[src/design/itp_pkg.sv]
// Package for the infix to postfix converter: operator codes, output select codes,
// and the command and status groups exchanged between the controller and the datapath.
// No dependencies.
package itp_pkg;

  // Default depth of the operator stack
  localparam int unsigned STACK_DEPTH_DEF = 16;

  // Width of one stored operator code
  localparam int unsigned OP_W = 2;

  // Operator characters
  localparam logic [7:0] CHAR_ADD = 8'h2B;
  localparam logic [7:0] CHAR_SUB = 8'h2D;
  localparam logic [7:0] CHAR_MUL = 8'h2A;
  localparam logic [7:0] CHAR_DIV = 8'h2F;

  // Stored operator codes; the upper bit marks the higher precedence
  localparam logic [OP_W-1:0] OP_ADD = 2'd0;
  localparam logic [OP_W-1:0] OP_SUB = 2'd1;
  localparam logic [OP_W-1:0] OP_MUL = 2'd2;
  localparam logic [OP_W-1:0] OP_DIV = 2'd3;

  // Source of the next result loaded into the output register
  typedef enum logic [1:0] {
    SEL_OPERAND = 2'd0,
    SEL_POP     = 2'd1,
    SEL_PEND    = 2'd2,
    SEL_END     = 2'd3
  } out_sel_e;

  // Commands from the controller to the datapath
  typedef struct packed {
    logic     load_item;
    logic     out_load;
    out_sel_e out_sel;
    logic     out_last;
    logic     rd_en;
    logic     cnt_dec;
    logic     push;
    logic     end_clear;
    logic     pend_set;
    logic     pend_clr;
  } ctl_cmd_t;

  // Status from the datapath to the controller
  typedef struct packed {
    logic is_end;
    logic is_op;
    logic cnt_zero;
    logic qualifies;
    logic pend_valid;
    logic out_free;
  } ctl_sts_t;

  // Map an operator character to its code
  function automatic logic [OP_W-1:0] op_code_of(input logic [7:0] sym);
    logic [OP_W-1:0] code;
    code = OP_ADD;
    case (sym)
      CHAR_ADD: code = OP_ADD;
      CHAR_SUB: code = OP_SUB;
      CHAR_MUL: code = OP_MUL;
      CHAR_DIV: code = OP_DIV;
      default:  code = OP_ADD;
    endcase
    return code;
  endfunction

  // Map an operator code back to its character
  function automatic logic [7:0] op_char_of(input logic [OP_W-1:0] code);
    logic [7:0] ch;
    ch = CHAR_ADD;
    case (code)
      OP_ADD:  ch = CHAR_ADD;
      OP_SUB:  ch = CHAR_SUB;
      OP_MUL:  ch = CHAR_MUL;
      OP_DIV:  ch = CHAR_DIV;
      default: ch = CHAR_ADD;
    endcase
    return ch;
  endfunction

endpackage

[src/design/itp_ram.sv]
// Generic single-port-write, single-port-read RAM with registered read data.
// No dependencies.
module itp_ram #(
  parameter int unsigned Width = 2,
  parameter int unsigned Depth = 16
) (
  input  logic                     clk_i,
  input  logic                     we_i,
  input  logic [$clog2(Depth)-1:0] waddr_i,
  input  logic [Width-1:0]         wdata_i,
  input  logic                     re_i,
  input  logic [$clog2(Depth)-1:0] raddr_i,
  output logic [Width-1:0]         rdata_o
);

  logic [Width-1:0] mem_q [Depth];
  logic [Width-1:0] rdata_q;

  // Write port
  always_ff @(posedge clk_i) begin
    if (we_i) begin
      mem_q[waddr_i] <= wdata_i;
    end
  end

  // Registered read port; hold data between reads
  always_ff @(posedge clk_i) begin
    if (re_i) begin
      rdata_q <= mem_q[raddr_i];
    end
  end

  assign rdata_o = rdata_q;

endmodule

[src/design/itp_ctrl.sv]
// Controller for the infix to postfix converter: sequences operand pass-through,
// stack pops, pushes and the end flush. Uses itp_pkg.
module itp_ctrl (
  input  logic             clk_i,
  input  logic             rst_ni,
  input  logic             in_valid_i,
  output logic             in_stall_o,
  input  itp_pkg::ctl_sts_t sts_i,
  output itp_pkg::ctl_cmd_t cmd_o
);
  import itp_pkg::*;

  typedef enum logic [3:0] {
    S_IDLE   = 4'b0001,
    S_LOOK   = 4'b0010,
    S_CMP    = 4'b0100,
    S_FINISH = 4'b1000
  } state_e;

  state_e state_q, state_d;

  // Take a request only while idle
  assign in_stall_o = (state_q != S_IDLE);

  // Next state and commands
  always_comb begin
    state_d = state_q;
    cmd_o   = '0;
    cmd_o.out_sel = SEL_OPERAND;
    case (state_q)
      S_IDLE: begin
        if (in_valid_i) begin
          cmd_o.load_item = 1'b1;
          state_d         = S_LOOK;
        end
      end
      S_LOOK: begin
        if (!sts_i.is_end && !sts_i.is_op) begin
          // Pass the operand straight out
          if (sts_i.out_free) begin
            cmd_o.out_load = 1'b1;
            cmd_o.out_sel  = SEL_OPERAND;
            cmd_o.out_last = 1'b1;
            state_d        = S_IDLE;
          end
        end else if (sts_i.cnt_zero) begin
          state_d = S_FINISH;
        end else begin
          cmd_o.rd_en = 1'b1;
          state_d     = S_CMP;
        end
      end
      S_CMP: begin
        if (sts_i.is_end) begin
          // Flush: every entry is popped
          if (sts_i.out_free) begin
            cmd_o.out_load = 1'b1;
            cmd_o.out_sel  = SEL_POP;
            cmd_o.cnt_dec  = 1'b1;
            state_d        = S_LOOK;
          end
        end else if (sts_i.qualifies) begin
          // Pop into the pending slot, releasing the previous pop as not last
          if (!sts_i.pend_valid) begin
            cmd_o.pend_set = 1'b1;
            cmd_o.cnt_dec  = 1'b1;
            state_d        = S_LOOK;
          end else if (sts_i.out_free) begin
            cmd_o.out_load = 1'b1;
            cmd_o.out_sel  = SEL_PEND;
            cmd_o.pend_set = 1'b1;
            cmd_o.cnt_dec  = 1'b1;
            state_d        = S_LOOK;
          end
        end else begin
          state_d = S_FINISH;
        end
      end
      S_FINISH: begin
        if (sts_i.is_end) begin
          // Close the expression with the end marker
          if (sts_i.out_free) begin
            cmd_o.out_load  = 1'b1;
            cmd_o.out_sel   = SEL_END;
            cmd_o.out_last  = 1'b1;
            cmd_o.end_clear = 1'b1;
            state_d         = S_IDLE;
          end
        end else if (sts_i.pend_valid) begin
          // Release the final pop as last and push the operator
          if (sts_i.out_free) begin
            cmd_o.out_load = 1'b1;
            cmd_o.out_sel  = SEL_PEND;
            cmd_o.out_last = 1'b1;
            cmd_o.pend_clr = 1'b1;
            cmd_o.push     = 1'b1;
            state_d        = S_IDLE;
          end
        end else begin
          cmd_o.push = 1'b1;
          state_d    = S_IDLE;
        end
      end
      default: begin
        state_d = S_IDLE;
      end
    endcase
  end

  // State register
  always_ff @(posedge clk_i or negedge rst_ni) begin
    if (!rst_ni) begin
      state_q <= S_IDLE;
    end else begin
      state_q <= state_d;
    end
  end

endmodule

[src/design/itp_datapath.sv]
// Datapath for the infix to postfix converter: request register, operator stack,
// stack count, overflow flag, pending pop and output register. Uses itp_pkg, itp_ram.
module itp_datapath #(
  parameter int unsigned StackDepth = itp_pkg::STACK_DEPTH_DEF
) (
  input  logic              clk_i,
  input  logic              rst_ni,
  input  logic [7:0]        symbol_i,
  input  logic              end_of_input_i,
  input  logic              out_stall_i,
  output logic              out_valid_o,
  output logic [7:0]        out_symbol_o,
  output logic              end_marker_o,
  output logic              overflow_o,
  output logic              last_o,
  input  itp_pkg::ctl_cmd_t cmd_i,
  output itp_pkg::ctl_sts_t sts_o
);
  import itp_pkg::*;

  localparam int unsigned AddrW = (StackDepth > 1) ? $clog2(StackDepth) : 1;
  localparam int unsigned CntW  = $clog2(StackDepth + 1);

  logic [7:0]      sym_q;
  logic            end_q;
  logic [CntW-1:0] cnt_q, cnt_d;
  logic            ovf_q, ovf_d;
  logic [OP_W-1:0] pend_q;
  logic            pend_valid_q;
  logic [OP_W-1:0] rdata;
  logic [OP_W-1:0] item_code;
  logic            item_is_op;
  logic            stack_full;
  logic [CntW-1:0] rd_cnt;
  logic            out_valid_q;
  logic [7:0]      out_sym_q;
  logic            out_end_q;
  logic            out_ovf_q;
  logic            out_last_q;
  logic            ram_we;

  // Decode the held request
  always_comb begin
    item_is_op = sym_q inside {CHAR_ADD, CHAR_SUB, CHAR_MUL, CHAR_DIV};
  end
  assign item_code  = op_code_of(sym_q);
  assign stack_full = (cnt_q == CntW'(StackDepth));
  assign rd_cnt     = cnt_q - CntW'(1);
  assign ram_we     = cmd_i.push && !stack_full;

  // Hold the accepted request
  always_ff @(posedge clk_i) begin
    if (cmd_i.load_item) begin
      sym_q <= symbol_i;
      end_q <= end_of_input_i;
    end
  end

  // Operator stack storage
  itp_ram #(
    .Width (OP_W),
    .Depth (StackDepth)
  ) u_stack (
    .clk_i   (clk_i),
    .we_i    (ram_we),
    .waddr_i (cnt_q[AddrW-1:0]),
    .wdata_i (item_code),
    .re_i    (cmd_i.rd_en),
    .raddr_i (rd_cnt[AddrW-1:0]),
    .rdata_o (rdata)
  );

  // Advance the stack count and the sticky overflow flag
  always_comb begin
    cnt_d = cnt_q;
    ovf_d = ovf_q;
    if (cmd_i.end_clear) begin
      cnt_d = '0;
      ovf_d = 1'b0;
    end else if (cmd_i.cnt_dec) begin
      cnt_d = rd_cnt;
    end else if (cmd_i.push) begin
      if (stack_full) begin
        ovf_d = 1'b1;
      end else begin
        cnt_d = cnt_q + CntW'(1);
      end
    end
  end

  always_ff @(posedge clk_i or negedge rst_ni) begin
    if (!rst_ni) begin
      cnt_q <= '0;
      ovf_q <= 1'b0;
    end else begin
      cnt_q <= cnt_d;
      ovf_q <= ovf_d;
    end
  end

  // Pending pop, released once it is known whether it is the last one
  always_ff @(posedge clk_i or negedge rst_ni) begin
    if (!rst_ni) begin
      pend_valid_q <= 1'b0;
    end else if (cmd_i.pend_set) begin
      pend_valid_q <= 1'b1;
    end else if (cmd_i.pend_clr) begin
      pend_valid_q <= 1'b0;
    end
  end

  always_ff @(posedge clk_i) begin
    if (cmd_i.pend_set) begin
      pend_q <= rdata;
    end
  end

  // Output register: load a result, drop valid once taken
  always_ff @(posedge clk_i or negedge rst_ni) begin
    if (!rst_ni) begin
      out_valid_q <= 1'b0;
    end else if (cmd_i.out_load) begin
      out_valid_q <= 1'b1;
    end else if (!out_stall_i) begin
      out_valid_q <= 1'b0;
    end
  end

  always_ff @(posedge clk_i) begin
    if (cmd_i.out_load) begin
      out_last_q <= cmd_i.out_last;
      case (cmd_i.out_sel)
        SEL_OPERAND: begin
          out_sym_q <= sym_q;
          out_end_q <= 1'b0;
          out_ovf_q <= 1'b0;
        end
        SEL_POP: begin
          out_sym_q <= op_char_of(rdata);
          out_end_q <= 1'b0;
          out_ovf_q <= 1'b0;
        end
        SEL_PEND: begin
          out_sym_q <= op_char_of(pend_q);
          out_end_q <= 1'b0;
          out_ovf_q <= 1'b0;
        end
        SEL_END: begin
          out_sym_q <= 8'd0;
          out_end_q <= 1'b1;
          out_ovf_q <= ovf_q;
        end
        default: begin
          out_sym_q <= 8'd0;
          out_end_q <= 1'b0;
          out_ovf_q <= 1'b0;
        end
      endcase
    end
  end

  assign out_valid_o  = out_valid_q;
  assign out_symbol_o = out_sym_q;
  assign end_marker_o = out_end_q;
  assign overflow_o   = out_ovf_q;
  assign last_o       = out_last_q;

  // Status towards the controller
  always_comb begin
    sts_o.is_end     = end_q;
    sts_o.is_op      = item_is_op;
    sts_o.cnt_zero   = (cnt_q == '0);
    sts_o.qualifies  = rdata[1] || !item_code[1];
    sts_o.pend_valid = pend_valid_q;
    sts_o.out_free   = !out_valid_q || !out_stall_i;
  end

endmodule

[src/design/infix_to_postfix_converter.sv]
// Top level of the infix to postfix converter: joins the controller and the datapath.
// Uses itp_pkg, itp_ctrl, itp_datapath.
//
// Usage:
//   Input channel (in_valid_i / in_stall_o, symbol_i, end_of_input_i) takes one byte
//   per request. Operators + - * / are stacked; any other byte is an operand and
//   passes straight out. A request with end_of_input_i set flushes the stack and
//   closes with an end marker whose overflow_o reports a dropped push.
//   Output channel (out_valid_o / out_stall_i) carries out_symbol_o, end_marker_o,
//   overflow_o and last_o; last_o marks the final result of each request.
// Sequence:
//   An operand goes to the output register from S_LOOK. An operator passes S_LOOK and
//   S_CMP once per popped entry and once more when an entry is left on the stack, then
//   is pushed in S_FINISH; an end request pops every stacked entry, then sends the
//   marker from S_FINISH. Each pop costs one stack read and one compare.
// Reset: the stack is empty and the overflow flag is clear; stack contents
//   are not cleared and need no clearing pass.
// Stall: the output register holds its result while out_stall_i is high; the
//   controller waits and in_stall_o stays high until the request is done.
module infix_to_postfix_converter #(
  parameter int unsigned StackDepth = itp_pkg::STACK_DEPTH_DEF
) (
  input  logic       clk_i,
  input  logic       rst_ni,
  input  logic       in_valid_i,
  output logic       in_stall_o,
  input  logic [7:0] symbol_i,
  input  logic       end_of_input_i,
  output logic       out_valid_o,
  input  logic       out_stall_i,
  output logic [7:0] out_symbol_o,
  output logic       end_marker_o,
  output logic       overflow_o,
  output logic       last_o
);
  import itp_pkg::*;

  ctl_cmd_t cmd;
  ctl_sts_t sts;

  // Sequence each request
  itp_ctrl u_ctrl (
    .clk_i      (clk_i),
    .rst_ni     (rst_ni),
    .in_valid_i (in_valid_i),
    .in_stall_o (in_stall_o),
    .sts_i      (sts),
    .cmd_o      (cmd)
  );

  // Stack, flags and output register
  itp_datapath #(
    .StackDepth (StackDepth)
  ) u_datapath (
    .clk_i          (clk_i),
    .rst_ni         (rst_ni),
    .symbol_i       (symbol_i),
    .end_of_input_i (end_of_input_i),
    .out_stall_i    (out_stall_i),
    .out_valid_o    (out_valid_o),
    .out_symbol_o   (out_symbol_o),
    .end_marker_o   (end_marker_o),
    .overflow_o     (overflow_o),
    .last_o         (last_o),
    .cmd_i          (cmd),
    .sts_o          (sts)
  );

endmodule

[config.mk]
export PLATFORM = sky130hd
export DESIGN_NAME = infix_to_postfix_converter
export DESIGN_NICKNAME = d
export VERILOG_FILES = /design/src/design/itp_pkg.sv /design/src/design/itp_ram.sv /design/src/design/itp_ctrl.sv /design/src/design/itp_datapath.sv /design/src/design/infix_to_postfix_converter.sv
export SDC_FILE = /design/constraint.sdc
export NUM_CORES = 1
export LEC_CHECK = 0
export ABC_AREA = 0
export BUFFER_PORTS_ARGS = -buffer_cell sky130_fd_sc_hd__buf_4
export CORE_MARGIN = 2
export CORE_UTILIZATION = 50
export CTS_CLUSTER_SIZE = 8
export DETAILED_ROUTE_END_ITERATION = 12
export PLACE_DENSITY = 0.71
export SETUP_SLACK_MARGIN = 0.05
export SLEW_MARGIN = 15
export SYNTH_ARGS = -nofsm -noshare
export SYNTH_HDL_FRONTEND = slang
export SYNTH_HIERARCHICAL = 1
export SYNTH_SLANG_ARGS = --single-unit
[constraint.sdc]
create_clock -name clk_i -period 2.7 [get_ports clk_i]
set_input_delay 0.27 -clock clk_i [delete_from_list [all_inputs] [get_ports clk_i]]
set_output_delay 0.27 -clock clk_i [all_outputs]
set_load 0.1 [all_outputs]
# == After elaboration in Yosys (flattened, before gate mapping) ==
# Memories as Yosys holds them, arrays and structs flattened. A register that Yosys moved wholly into a read port is not among the register bits.
# Index checks and enable logic that the tools add are counted.
# totals
ff_bits,34
mem_bits_rw,32
inputBits,13
n_memories,1
word_cells,122
# memory_table
memory,words,word_bits,read_ports,rd_clocked_by_memory_dff,wr,line_no,rtl
u_datapath.u_stack.mem_q,16,2,1,1,1,itp_ram.sv:16,logic [Width-1:0] mem_q [Depth];
# classes
n_addsub,2
mux,62
n_eq_ne,23
n_reduce_logical,22
# op_table
operator,n
$pmux 8 s4,3
$mux 4,16
$eq 8x6->1 const B,4
$mux 1,27
$mux 5,4
$pmux 4 s4,1
$mux 3,5
$eq 2x2->1 const B,6
$pmux 3 s3,1
$eq 2x1->1 const B,3
$logic_not 1->1,6
$logic_not 2->1,3
$pmux 1 s2,3
$pmux 2 s3,1
$reduce_bool 2->1,3
$add 5x1->5 const B,1
$eq 5x5->1 const B,1
$logic_not 5->1,1
$sub 5x1->5 const B,1
$eq 4x1->1 const B,1
$eq 4x2->1 const B,1
$eq 4x3->1 const B,1
$eq 4x4->1 const B,1
$ne 2x2->1 const B,2
11 further kinds,13

# == Longest topological paths before layout ==
# Gate-level depths: netlist (run 1).
# logic_depth
ltp_word,10
mapped_depth,11

# == Hierarchy ==
# The synthesis (run 1) kept the hierarchy.
# by_module_without_submodules
mod,area_per_inst_um2,n_inst,seq_area_each_um2,cells_each
itp_datapath,1453.9,1,860.8,119
itp_ram,1400.1,1,1021.0,78
itp_ctrl,464.2,1,101.3,62

# == Worst setup path after synthesis (run 1) ==
# Ideal clock, no wire load.
# synth_timing
path_kind,register to register
startpoint,"register u_datapath.out_valid_q, in the netlist u_datapath/out_valid_o"
endpoint,memory u_datapath.u_stack.mem_q[0][0] (enable)
setup_time_ps,329
slack_ps,-322
stages_incl_launch_ff,8
synth_period_minus_slack_ps,3022
arrival_time_ps,2693
required_time_ps,2371
path_cell_list,dfrtp_1 > nand2_1 > clkbuf_1 > nor2b_1 > nor3_1 > and2_2 > or3b_2 > nor3_1
# synth_lines
element,line_no,rtl
start: declaration,itp_datapath.sv:35,logic out_valid_q;
start signal: assignment,itp_datapath.sv:121,out_valid_q <= 1'b0;
start signal: assignment,itp_datapath.sv:123,out_valid_q <= 1'b1;
start signal: assignment,itp_datapath.sv:125,out_valid_q <= 1'b0;
end: declaration,itp_ram.sv:16,

==> out/results.tsv, run 1 <==
stage	metric	value	unit
sta	finalHoldViolCount	0	
global_route	grt_pass1_vias	2049	
sta	slew_violations	0	
pwr	swShare	0.329	
global_route	grtUsageMet2	0.299	
pwr	p_per_area	836	mW/mm²
synthesis	synthFlopType	edfxtp_1	
floorplan	start_util	0.520	
detailed_routing	finalWirelength	5940	µm
clock_network	cts.clk_slew.worst_paths	0.06	ns
outcome	status	finished clean	
global_route	grt_max_degree	17	
detailed_routing	drt_iter0_drc	115	
detailed_routing	drc	0	
layout	fin_area	0.00386	mm²
pwr	clkPwrFrac	0.252	
pwr	worst_ir_drop_vdd	0.542	mV
global_route	track_usage	0.175	
placement	dp_hpwl	4210	µm
clock_network	clock-sinks	68	
global_route	antenna_found_initial	0	
clock_network	insertion_delay	0.34	ns
sta	finalClockSkew	0.00539	ns
sta	tightest_slew	0.723	ns
sta	layout_min_cycle_time	2.54	ns
layout	multiInputGateArea	0.00123	mm²
synthesis	ys_ff_latch	68	
min_path	hp-class	in2reg	
floorplan	die_w	85.5	µm
clock_network	cts_made_buffers	9	
layout	area_growth	16.4	%
layout	layout.nets	317	
setup_path	worstPathArrival	2.77	ns
detailed_routing	vias_per_cell	5.58	
global_route	grt-busiest-layer	met2	
pwr	p_int	2170	µW
floorplan	fp.coreArea	0.00639	mm²
clock_network	cts_buffer_depth	2	
layout	register_area	0.00198	mm²
clock_network	cts_tree	built	
setup_path	crit_required	2.92	ns
layout	layout-drive-gt1-share	0.245	
synthesis	synthArstFlopShare	0.176	
placement	gp_congestion	0.857	
global_route	use_met1	0.211	
floorplan	row_count	29	
run	drv_cap	0	
pwr	comb_power_share	0.329	
setup_path	worstSetupStartpointType	register	
global_route	overflow	0	
clock_network	cts_max_level	3	
synthesis	yosysWarnings	6	
sta	finalSetupViolCount	0	
synthesis	yosysSeqAreaShare	0.598	
sta	rsz0062_at_grt	true	
sta	fin_crit_sh	0.942	
floorplan	ios	26	
synthesis	synth_edf_count	56	
floorplan	fp.dieArea	0.00730	mm²
detailed_routing	ant_nets	0	
global_route	use_met3	0.0535	
clock_network	root_buffer	clkbuf_8	
sta	fin_hold_ws	0.103	ns
setup_path	worstSetupPathType	reg2reg	
layout	post-route-util	0.605	
layout	fill_cells	495	
synthesis	synth_fp_nets	279	
layout	layout_commonest_cell	edfxtp_1	
pwr	p_leak	0.00144	µW
setup_path	crit_path_end_kind	register	
pwr	pwr-share-seq	0.419	
detailed_routing	via_count	2115	
synthesis	netlist_area	0.00332	mm²
detailed_routing	drtPass1Iterations	4	
sta	maxSlewHeadroom	0.516	
sta	setup_tns	0	ns
placement	dpl-instance-area	0.00364	mm²
synthesis	synth_cell_types	53	
placement	io_buffers	25	
pwr	power_switching	1060	µW
synthesis	syn_area_per_cell	12.8	µm²
detailed_routing	wl_per_cell	15.7	µm
layout	antenna_cells	0	
layout	final_cell_mix	56 x edfxtp_1, 41 x buf_4, 30 x nor2_1, 18 x nand2_1	
sta	fmax	393	MHz
setup_path	critPathMaxFanout	4	
floorplan	die_y	85.5	µm
clock_network	cts_setup_buffers	0	
global_route	grt_pass1_wl	9670	µm
synthesis	syn_inst	259	
## cell usage after synthesis, drive strengths merged, types with 3 or more instances
master	number	share of area
inv	11	0.012
xnor2	3	0.0079
nor2b	6	0.011
nand3	7	0.011
or4b	4	0.013
nor2	30	0.034
o21ai	6	0.0091
nand2b	10	0.019
mux4	8	0.059
a21oi	13	0.024
buf	10	0.024
ha	7	0.026
dfrtp	11	0.083
nand2	18	0.020
nor3	11	0.017
clkbuf	5	0.0057
a22oi	3	0.0068
and2	6	0.012
edfxtp	56	0.51
## worst paths after layout
| check | startpoint | end | slack (ns) | cells past startpoint |
|---|---|---|---|---|
| worst min register to register | u_datapath/u_stack/rdata_o[1] | u_datapath/pend_q[1] | 0.50 | 0 |
| worst max-delay path | u_datapath/sym_q[7] | u_datapath/cnt_q[4] | 0.16 | 8 |
| worst max register to register | u_datapath/sym_q[7] | u_datapath/cnt_q[4] | 0.16 | 8 |
| min in group asynchronous | rst_ni | u_datapath/cnt_q[0] | 0.30 | 2 |
| max in group asynchronous | rst_ni | u_ctrl/state_q[0] | 2.16 | 2 |
| worst min-delay path | symbol_i[7] | u_datapath/sym_q[7] | 0.10 | 1 |
## repair_timing
| action | 4_1_cts | 5_1_grt |
|---|---|---|
| setup endpoints to repair | 0 | 10 |
| hold endpoints to repair | 12 | 0 |
| resized for setup | 0 | 3 |
| hold buffers | 1 | 0 |
## power by group through the flow
stage / combinational [µW] / clock (µW) / sequential [µW]
floorplan: 823 / 0 / 1370
global placement: 1030 / 0 / 1370
detailed placement: 1050 / 0 / 1370
CTS: 1050 / 835 / 1350
global route: 1160 / 870 / 1370
finish: 1060 / 816 / 1350
## stage by stage
stage          instances  power, µW  setup slack, ns
2_1_floorplan        259       2190           0.0884
3_3_place_gp         362       2400            0.147
3_5_place_dp         362       2420           0.0655
4_1_cts              379       3240           0.0562
5_1_grt              379       3400           0.0397
6_report             379       3230            0.157
## metal layers
layer / part of all wire / wire length (µm)
met5: 0 / 0
met4: 0.016 / 96
met3: 0.043 / 257
met2: 0.50 / 2970
met1: 0.44 / 2620
## critical path, cell delays in order, from the launching register on
cell	delay, ns
edfxtp_1	0.40
or4_4	0.55
or3_1	0.44
o22ai_1	0.18
nor2_1	0.07
nor2b_1	0.17
nand3_1	0.13
a21oi_2	0.17
mux2_1	0.32
## area by class of cell
type                       count  area share
sequential                    68       0.514
multi-input combinational    165       0.318
timing repair buffer          42      0.0823
clock buffer                  14      0.0421
tap                           77      0.0249
inverter                      11      0.0107
clock inverter                 2     0.00874
## registers in the layout, summed over array words and instances (netlist names)
signal,cells
u_ctrl/state_q,4
u_datapath/cnt_q,5
u_datapath/end_marker_o,1
u_datapath/end_q,1
u_datapath/last_o,1
u_datapath/out_symbol_o,8
u_datapath/out_valid_o,1
u_datapath/overflow_o,1
u_datapath/ovf_q,1
u_datapath/pend_q,2
u_datapath/pend_valid_q,1
u_datapath/sym_q,8
u_datapath/u_stack/mem_q,32
u_datapath/u_stack/rdata_o,2
## logic make-up (layout without fill, tap and decap cells)
group | Yosys count | in the layout | share of synthesized area
XOR/XNOR | 5 | 5 | 0.0132
adder cells (fa/ha/maj) | 7 | 7 | 0.0264
buffers and inverters | 26 | 69 | 0.0419
flip-flops | 68 | 68 | 0.598
AO/OA/AOI/OAI | 37 | 37 | 0.0788
AND/OR/NAND/NOR | 106 | 106 | 0.177
multiplexers | 10 | 10 | 0.0652
(Power assumes the default switching activity.)
==> run 2, diff against run 1 <==
CAP_MARGIN = 20   (was unset)
PLACE_DENSITY = 0.68   (was 0.71)
clock period = 2.99 ns   (was 2.7 ns; I/O delays follow)
==> out/results.tsv, run 2 (synthesized netlist as in run 1, its figures left out) <==
stage	metric	value	unit	change
detailed_routing	drc	0		unchanged
detailed_routing	vias_per_cell	5.57		-0.21%
detailed_routing	ant_nets	0		unchanged
placement	dp.cells	354		-2.2%
layout	area_growth	15.0	%	
placement	dp_slack	0.299	ns	+0.233 ns
clock_network	cts.clk_slew.worst_paths	0.07	ns	about the same
layout	post-route-util	0.597		-0.00764
setup_path	crit_path_end_kind	register		
setup_path	worstSetupPathType	reg2reg		
sta	fin_crit_sh	0.910		-0.0322
pwr	clkPwrFrac	0.288		+0.036
global_route	antenna_found_initial	0		unchanged
layout	fin_cells	371		-2.1%
layout	antenna_cells	0		unchanged
clock_network	cts_max_level	3		unchanged
sta	slew_violations	0		unchanged
floorplan	ios	26		unchanged
min_path	hp-class	in2reg		
layout	largest_reg_flops	32		unchanged
setup_path	critPathMaxFanout	10		+6
layout	final_cell_mix	56 x edfxtp_1, 33 x buf_4, 30 x nor2_1, 18 x nand2_1		
detailed_routing	drtPass1Iterations	4		unchanged
placement	dp_hpwl	4130	µm	-1.8%
pwr	p_leak	0.00142	µW	-1.7%
setup_path	crit_required	3.01	ns	+0.09 ns
pwr	p_int	2050	µW	-5.3%
placement	io_buffers	25		unchanged
clock_network	cts_tree	built		
clock_network	insertion_delay	0.34	ns	about the same
floorplan	fp.dieArea	0.00730	mm²	unchanged
run	drv_cap	0		unchanged
pwr	pwr-share-seq	0.413		-0.006
sta	finalHoldViolCount	0		unchanged
floorplan	die_y	85.5	µm	unchanged
layout	layout_commonest_cell	edfxtp_1		
global_route	track_usage	0.181		+0.00583
floorplan	die_w	85.5	µm	unchanged
setup_path	path_cells	or4b_1 -> nor3_1 -> and2_2 -> or3b_2 -> nor3_1		
floorplan	row_count	29		unchanged
sta	layout_min_cycle_time	2.72	ns	+0.177 ns
clock_network	cts_made_buffers	9		unchanged
setup_path	crit_path_max_incr_delay	0.61	ns	+0.06 ns
detailed_routing	finalWirelength	5890	µm	-0.89%
pwr	comb_power_share	0.299		-0.030
clock_network	cts_buffer_depth	2		unchanged
detailed_routing	wl_per_cell	15.9	µm	+1.2%
sta	fin_ws	0.270	ns	+0.113 ns
setup_path	worstPathArrival	2.74	ns	-0.03 ns
sta	finalClockSkew	0.00671	ns	+0.00132 ns
setup_path	cp_num_buf_inv	0		unchanged
sta	tightest_slew	0.717	ns	-0.00565 ns
sta	maxSlewHeadroom	0.520		+0.00378
setup_path	worstSetupStartpointType	register		
floorplan	fp.coreArea	0.00639	mm²	unchanged
setup_path	cpMaxStageDelayCell	or4b_1		
global_route	grt_pass1_vias	2071		+1.1%
detailed_routing	via_count	2066		-2.3%
sta	fin_hold_ws	0.136	ns	+0.0331 ns
global_route	grt_pass1_wl	9970	µm	+3.1%
sta	fmax	368	MHz	-6.5%
setup_path	crit_family	simple AND/OR/NAND/NOR gates		
sta	finalSetupViolCount	0		unchanged
layout	regMostFlops	u_datapath/u_stack/mem_q		
setup_path	crit_top_cell	nor3_1		
floorplan	start_util	0.520		unchanged
sta	setup_tns	0	ns	unchanged
sta	rsz0062_at_grt	false		
pwr	worst_ir_drop_vdd	0.420	mV	-23%
pwr	p_per_area	789	mW/mm²	-5.7%
pwr	power_switching	957	µW	-10%
layout	layout-drive-gt1-share	0.214		-0.0307
detailed_routing	drt_iter0_drc	77		-33%
clock_network	root_buffer	clkbuf_8		
outcome	status	finished clean		
global_route	overflow	0		unchanged
clock_network	clock-sinks	68		unchanged
layout	layout.nets	309		-2.5%
placement	gp_congestion	0.820		-4.3%
global_route	grt_max_degree	17		unchanged
pwr	swShare	0.318		-0.0113
## run 2: cell types whose count changed in the layout (fill, tap and decap cells not counted), sizes merged
cell and delta:
clkinv +2, clkbuf -4, buf -8, bufinv +2
## run 2: path summary, 6_finish.rpt
| kind | from | to | slack, ns | cells after the start |
|---|---|---|---|---|
| max reg2reg | u_ctrl/state_q[1] | u_datapath/u_stack/mem_q[0][1] | 0.27 | 5 |
| min in group asynchronous | rst_ni | u_datapath/cnt_q[4] | 0.33 | 2 |
| min reg2reg | u_datapath/u_stack/rdata_o[0] | u_datapath/pend_q[0] | 0.50 | 0 |
| max | u_ctrl/state_q[1] | u_datapath/u_stack/mem_q[0][1] | 0.27 | 5 |
| min | end_of_input_i | u_datapath/end_q | 0.14 | 1 |
| max in group asynchronous | rst_ni | u_ctrl/state_q[0] | 2.42 | 2 |
## run 2: final cells by class
cell class / count / area [µm²]
clock buffer: 10 / 128
clock inverter: 6 / 103
fill: 524 / 2570
inverter: 11 / 41.3
multi-input combinational: 165 / 1200
sequential: 68 / 1980
tap: 77 / 96.3
timing repair buffer: 34 / 258
## run 2: through the flow
| stage | cell area (µm²) | total power (µW) |
|---|---|---|
| global route | 3810 | 3180 |
| global placement | 3570 | 2150 |
| finish | 3810 | 3010 |
| floorplan | 3320 | 1980 |
| CTS | 3810 | 3040 |
| detailed placement | 3570 | 2160 |
## run 2: power by group through the flow
stage,clock (µW),sequential [µW],combinational (µW)
floorplan,0,1230,741
global placement,0,1250,892
detailed placement,0,1260,901
CTS,895,1240,906
global route,925,1260,997
finish,867,1240,901
## run 2: per-layer routing
metal  GRT usage  share of wire  vias to the layer above  wire length, µm
met2       0.306           0.51                       50             2980
met3      0.0506          0.048                       12              283
met4      0.0649          0.018                        0              105
li1            -              -                     1016                -
met1       0.223           0.43                      988             2520
met5           0              0                        -                0
## run 2: what timing repair did
item | 4_1_cts | 5_1_grt
setup buffers | 0 | 0
hold endpoints to repair | 11 | 0
resized for setup | 0 | 0
hold buffers | 1 | 0
==> run 3, diff against run 2 <==
ABC_AREA = 1   (was 0)
==> out/results.tsv, run 3 <==
stage	metric	value	unit	change
clock_network	cts_buffer_depth	2		unchanged
synthesis	yosysMostFrequentCell	nand2_1		
floorplan	start_util	0.515		-0.00459
pwr	pwr-share-seq	0.379		-0.034
setup_path	cpMaxStageDelayCell	o31ai_1		
synthesis	synthArstFlopShare	0.176		unchanged
detailed_routing	wl_per_cell	13.1	µm	-18%
synthesis	netlist_area	0.00348	mm²	+4.9%
floorplan	die_w	87.4	µm	+2.3%
sta	maxSlewHeadroom	0.548		+0.0282
clock_network	cts.clk_slew.worst_paths	0.07	ns	about the same
sta	slew_violations	0		unchanged
placement	gp_congestion	0.909		+11%
pwr	worst_ir_drop_vdd	0.601	mV	+43%
detailed_routing	via_count	2560		+24%
sta	tightest_slew	0.672	ns	-0.0455 ns
layout	regMostFlops	u_datapath/u_stack/mem_q		
synthesis	synth_edf_count	56		unchanged
clock_network	cts_setup_buffers	0		unchanged
clock_network	hold_buffers	1		unchanged
layout	layout-drive-gt1-share	0.160		-0.0544
clock_network	clock-sinks	68		unchanged
setup_path	crit_required	3.08	ns	+0.07 ns
clock_network	root_buffer	clkbuf_8		
synthesis	yosysSeqAreaShare	0.570		-0.0277
layout	register_area	0.00198	mm²	about the same
clock_network	cts_made_buffers	9		unchanged
floorplan	fp.dieArea	0.00764	mm²	+4.6%
setup_path	cp_num_buf_inv	4		+4
pwr	p_leak	0.00182	µW	+28%
pwr	comb_power_share	0.376		+0.077
placement	io_buffers	25		unchanged
pwr	swShare	0.400		+0.0825
setup_path	crit_path_max_incr_delay	0.45	ns	-0.16 ns
pwr	p_int	2000	µW	-2.5%
setup_path	path_cells	inv_1 -> nor2_1 -> nand2_1 -> inv_2 -> nand3_1 -> a21boi_1 -> nand2_1 -> nand3_1 -> o31ai_1 -> inv_1 -> ha_1 -> inv_1 -> o22ai_1 -> nor3_1 -> nor2_1		
layout	antenna_cells	0		unchanged
floorplan	fp.coreArea	0.00676	mm²	+5.8%
setup_path	worstSetupStartpointType	register		
min_path	hp-class	in2reg		
floorplan	row_count	30		+3.4%
synthesis	syn_inst	383		+48%
setup_path	worstPathArrival	2.48	ns	-0.26 ns
global_route	antenna_found_initial	0		unchanged
layout	multiInputGateArea	0.00113	mm²	-6.3%
synthesis	synth_commonest_cells	91 x nand2_1, 65 x inv_1, 56 x edfxtp_1, 45 x nand3_1, 36 x nor2_1		
sta	fin_crit_sh	0.797		-0.112
placement	dpl-instance-area	0.00372	mm²	+4.2%
outcome	status	finished clean		
setup_path	crit_path_end_kind	register		
global_route	grt_pass1_wl	10800	µm	+8.5%
global_route	grt_max_degree	18		+1
detailed_routing	drt_iter0_drc	186		+140%
synthesis	synth_fp_nets	403		+44%
synthesis	synthFlopType	edfxtp_1		
synthesis	synth_cell_types	35		-34%
global_route	overflow	0		unchanged
sta	finalClockSkew	0.00764	ns	+0.000931 ns
layout	area_growth	13.3	%	
sta	finalSetupViolCount	0		unchanged
synthesis	yosysTopAreaCellShare	0.483		-0.0235
clock_network	cts_resized	0		unchanged
run	drv_cap	0		unchanged
floorplan	die_y	87.4	µm	+2.3%
clock_network	insertion_delay	0.34	ns	about the same
global_route	track_usage	0.187		+0.00587
sta	fmax	419	MHz	+14%
layout	fin_area	0.00394	mm²	+3.4%
detailed_routing	finalWirelength	6520	µm	+11%
sta	setup_tns	0	ns	unchanged
pwr	clkPwrFrac	0.244		-0.044
synthesis	yosysWarnings	6		unchanged
sta	finalHoldViolCount	0		unchanged
layout	final_cell_mix	91 x nand2_1, 65 x inv_1, 56 x edfxtp_1, 45 x nand3_1, 36 x nor2_1		
synthesis	synth_area_leaders	edfxtp_1 48%, nand2_1 9.8%, dfrtp_1 7.9%		
setup_path	crit_family	simple AND/OR/NAND/NOR gates		
detailed_routing	vias_per_cell	5.13		-7.9%
layout	largest_reg_flops	32		unchanged
sta	rsz0062_at_grt	false		
detailed_routing	drc	0		unchanged
sta	layout_min_cycle_time	2.38	ns	-0.336 ns
global_route	grt_pass1_vias	2370		+14%
layout	fill_cells	588		+12%
layout	layout_commonest_cell	nand2_1		
floorplan	ios	26		unchanged
detailed_routing	ant_nets	0		unchanged
synthesis	synth_area_leader_cell	edfxtp_1		
clock_network	cts_tree	built		
synthesis	ys_ff_latch	68		unchanged
detailed_routing	drtPass1Iterations	5		+1
pwr	power_switching	1340	µW	+40%
placement	dp_hpwl	4620	µm	+12%
clock_network	cts_max_level	3		unchanged
pwr	p_per_area	846	mW/mm²	+7.3%
setup_path	worstSetupPathType	reg2reg		
setup_path	critPathMaxFanout	3		-7
layout	layout.nets	434		+40%
setup_path	crit_top_cell	inv_1		
synthesis	syn_area_per_cell	9.09	µm²	-29%
[run 3: cell types whose count changed after synthesis, moves of 6 or more]
cell	previous run	this run
nand2_1	18	91
inv_1	11	65
nand3_1	7	45
nand2b_1	10	0
a21oi_1	11	2
inv_2	0	8
nor3_1	11	3
nor2_1	30	36
nor2b_1	6	0
[run 3: area by class of cell]
class                   count  share of cell area
repair buffers             29              0.0558
well taps                  80              0.0254
inverters                  77              0.0746
clock inverters             5              0.0194
clock buffers              11              0.0359
flip-flops and latches     68               0.503
multi-input cells         229               0.286
[run 3: path summary, 6_finish.rpt]
path / from / slack, ns / cells past startpoint / endpoint
setup / recovery: u_datapath/sym_q[5] / 0.61 / 15 / u_datapath/out_symbol_o[0]
hold / removal: symbol_i[4] / 0.13 / 1 / u_datapath/sym_q[4]
setup reg to reg: u_datapath/sym_q[5] / 0.61 / 15 / u_datapath/out_symbol_o[0]
hold reg to reg: u_datapath/u_stack/rdata_o[0] / 0.47 / 0 / u_datapath/pend_q[0]
max in group asynchronous: rst_ni / 2.42 / 2 / u_ctrl/state_q[0]
min in group asynchronous: rst_ni / 0.33 / 2 / u_datapath/pend_valid_q
[run 3: per-stage QoR]
stage	utilization	worst slack, ns	total power (µW)	instances	hold slack (ns)
final	0.584	0.606	3340	499	0.133
after global routing	0.584	0.309	3540	499	0.112
after CTS	0.584	0.599	3350	499	0.119
after detailed placement	0.550	0.624	2530	482	0.152
after global placement	0.550	0.745	2500	482	0.149
after floorplan	-	0.519	2280	383	0.00341
[run 3: per-layer routing]
metal  global-route usage  vias up  wire (µm)
li1                     -     1298          -
met1                0.263     1181       3080
met2                0.281       74       2970
met3               0.0512        7        387
met4               0.0615        0         82
met5                    0        -          0
[run 3: power by group through the flow]
| stage | clock (µW) | combinational, µW | sequential [µW] |
|---|---|---|---|
| 2_1_floorplan | 0 | 854 | 1430 |
| 3_3_place_gp | 0 | 1220 | 1280 |
| 3_5_place_dp | 0 | 1240 | 1290 |
| 4_1_cts | 831 | 1250 | 1270 |
| 5_1_grt | 874 | 1380 | 1280 |
| 6_report | 816 | 1250 | 1270 |
[run 3: logic make-up (layout without fill, tap and decap cells)]
| family | after synthesis | in the layout | share of synthesized area |
|---|---|---|---|
| simple gates | 199 | 199 | 0.260 |
| flops | 68 | 68 | 0.570 |
| compound gates | 22 | 22 | 0.0370 |
| fa+ha+maj | 7 | 7 | 0.0252 |
| buf+inv | 86 | 122 | 0.106 |
| xor+xnor | 1 | 1 | 0.00252 |
[run 3: worst reg2reg max path, delay by kind of cell (launching register included)]
kind	cells	cell delay (ns)
simple gates	7	0.65
buf+inv	4	0.31
compound gates	3	0.61
flops	1	0.36
fa+ha+maj	1	0.21
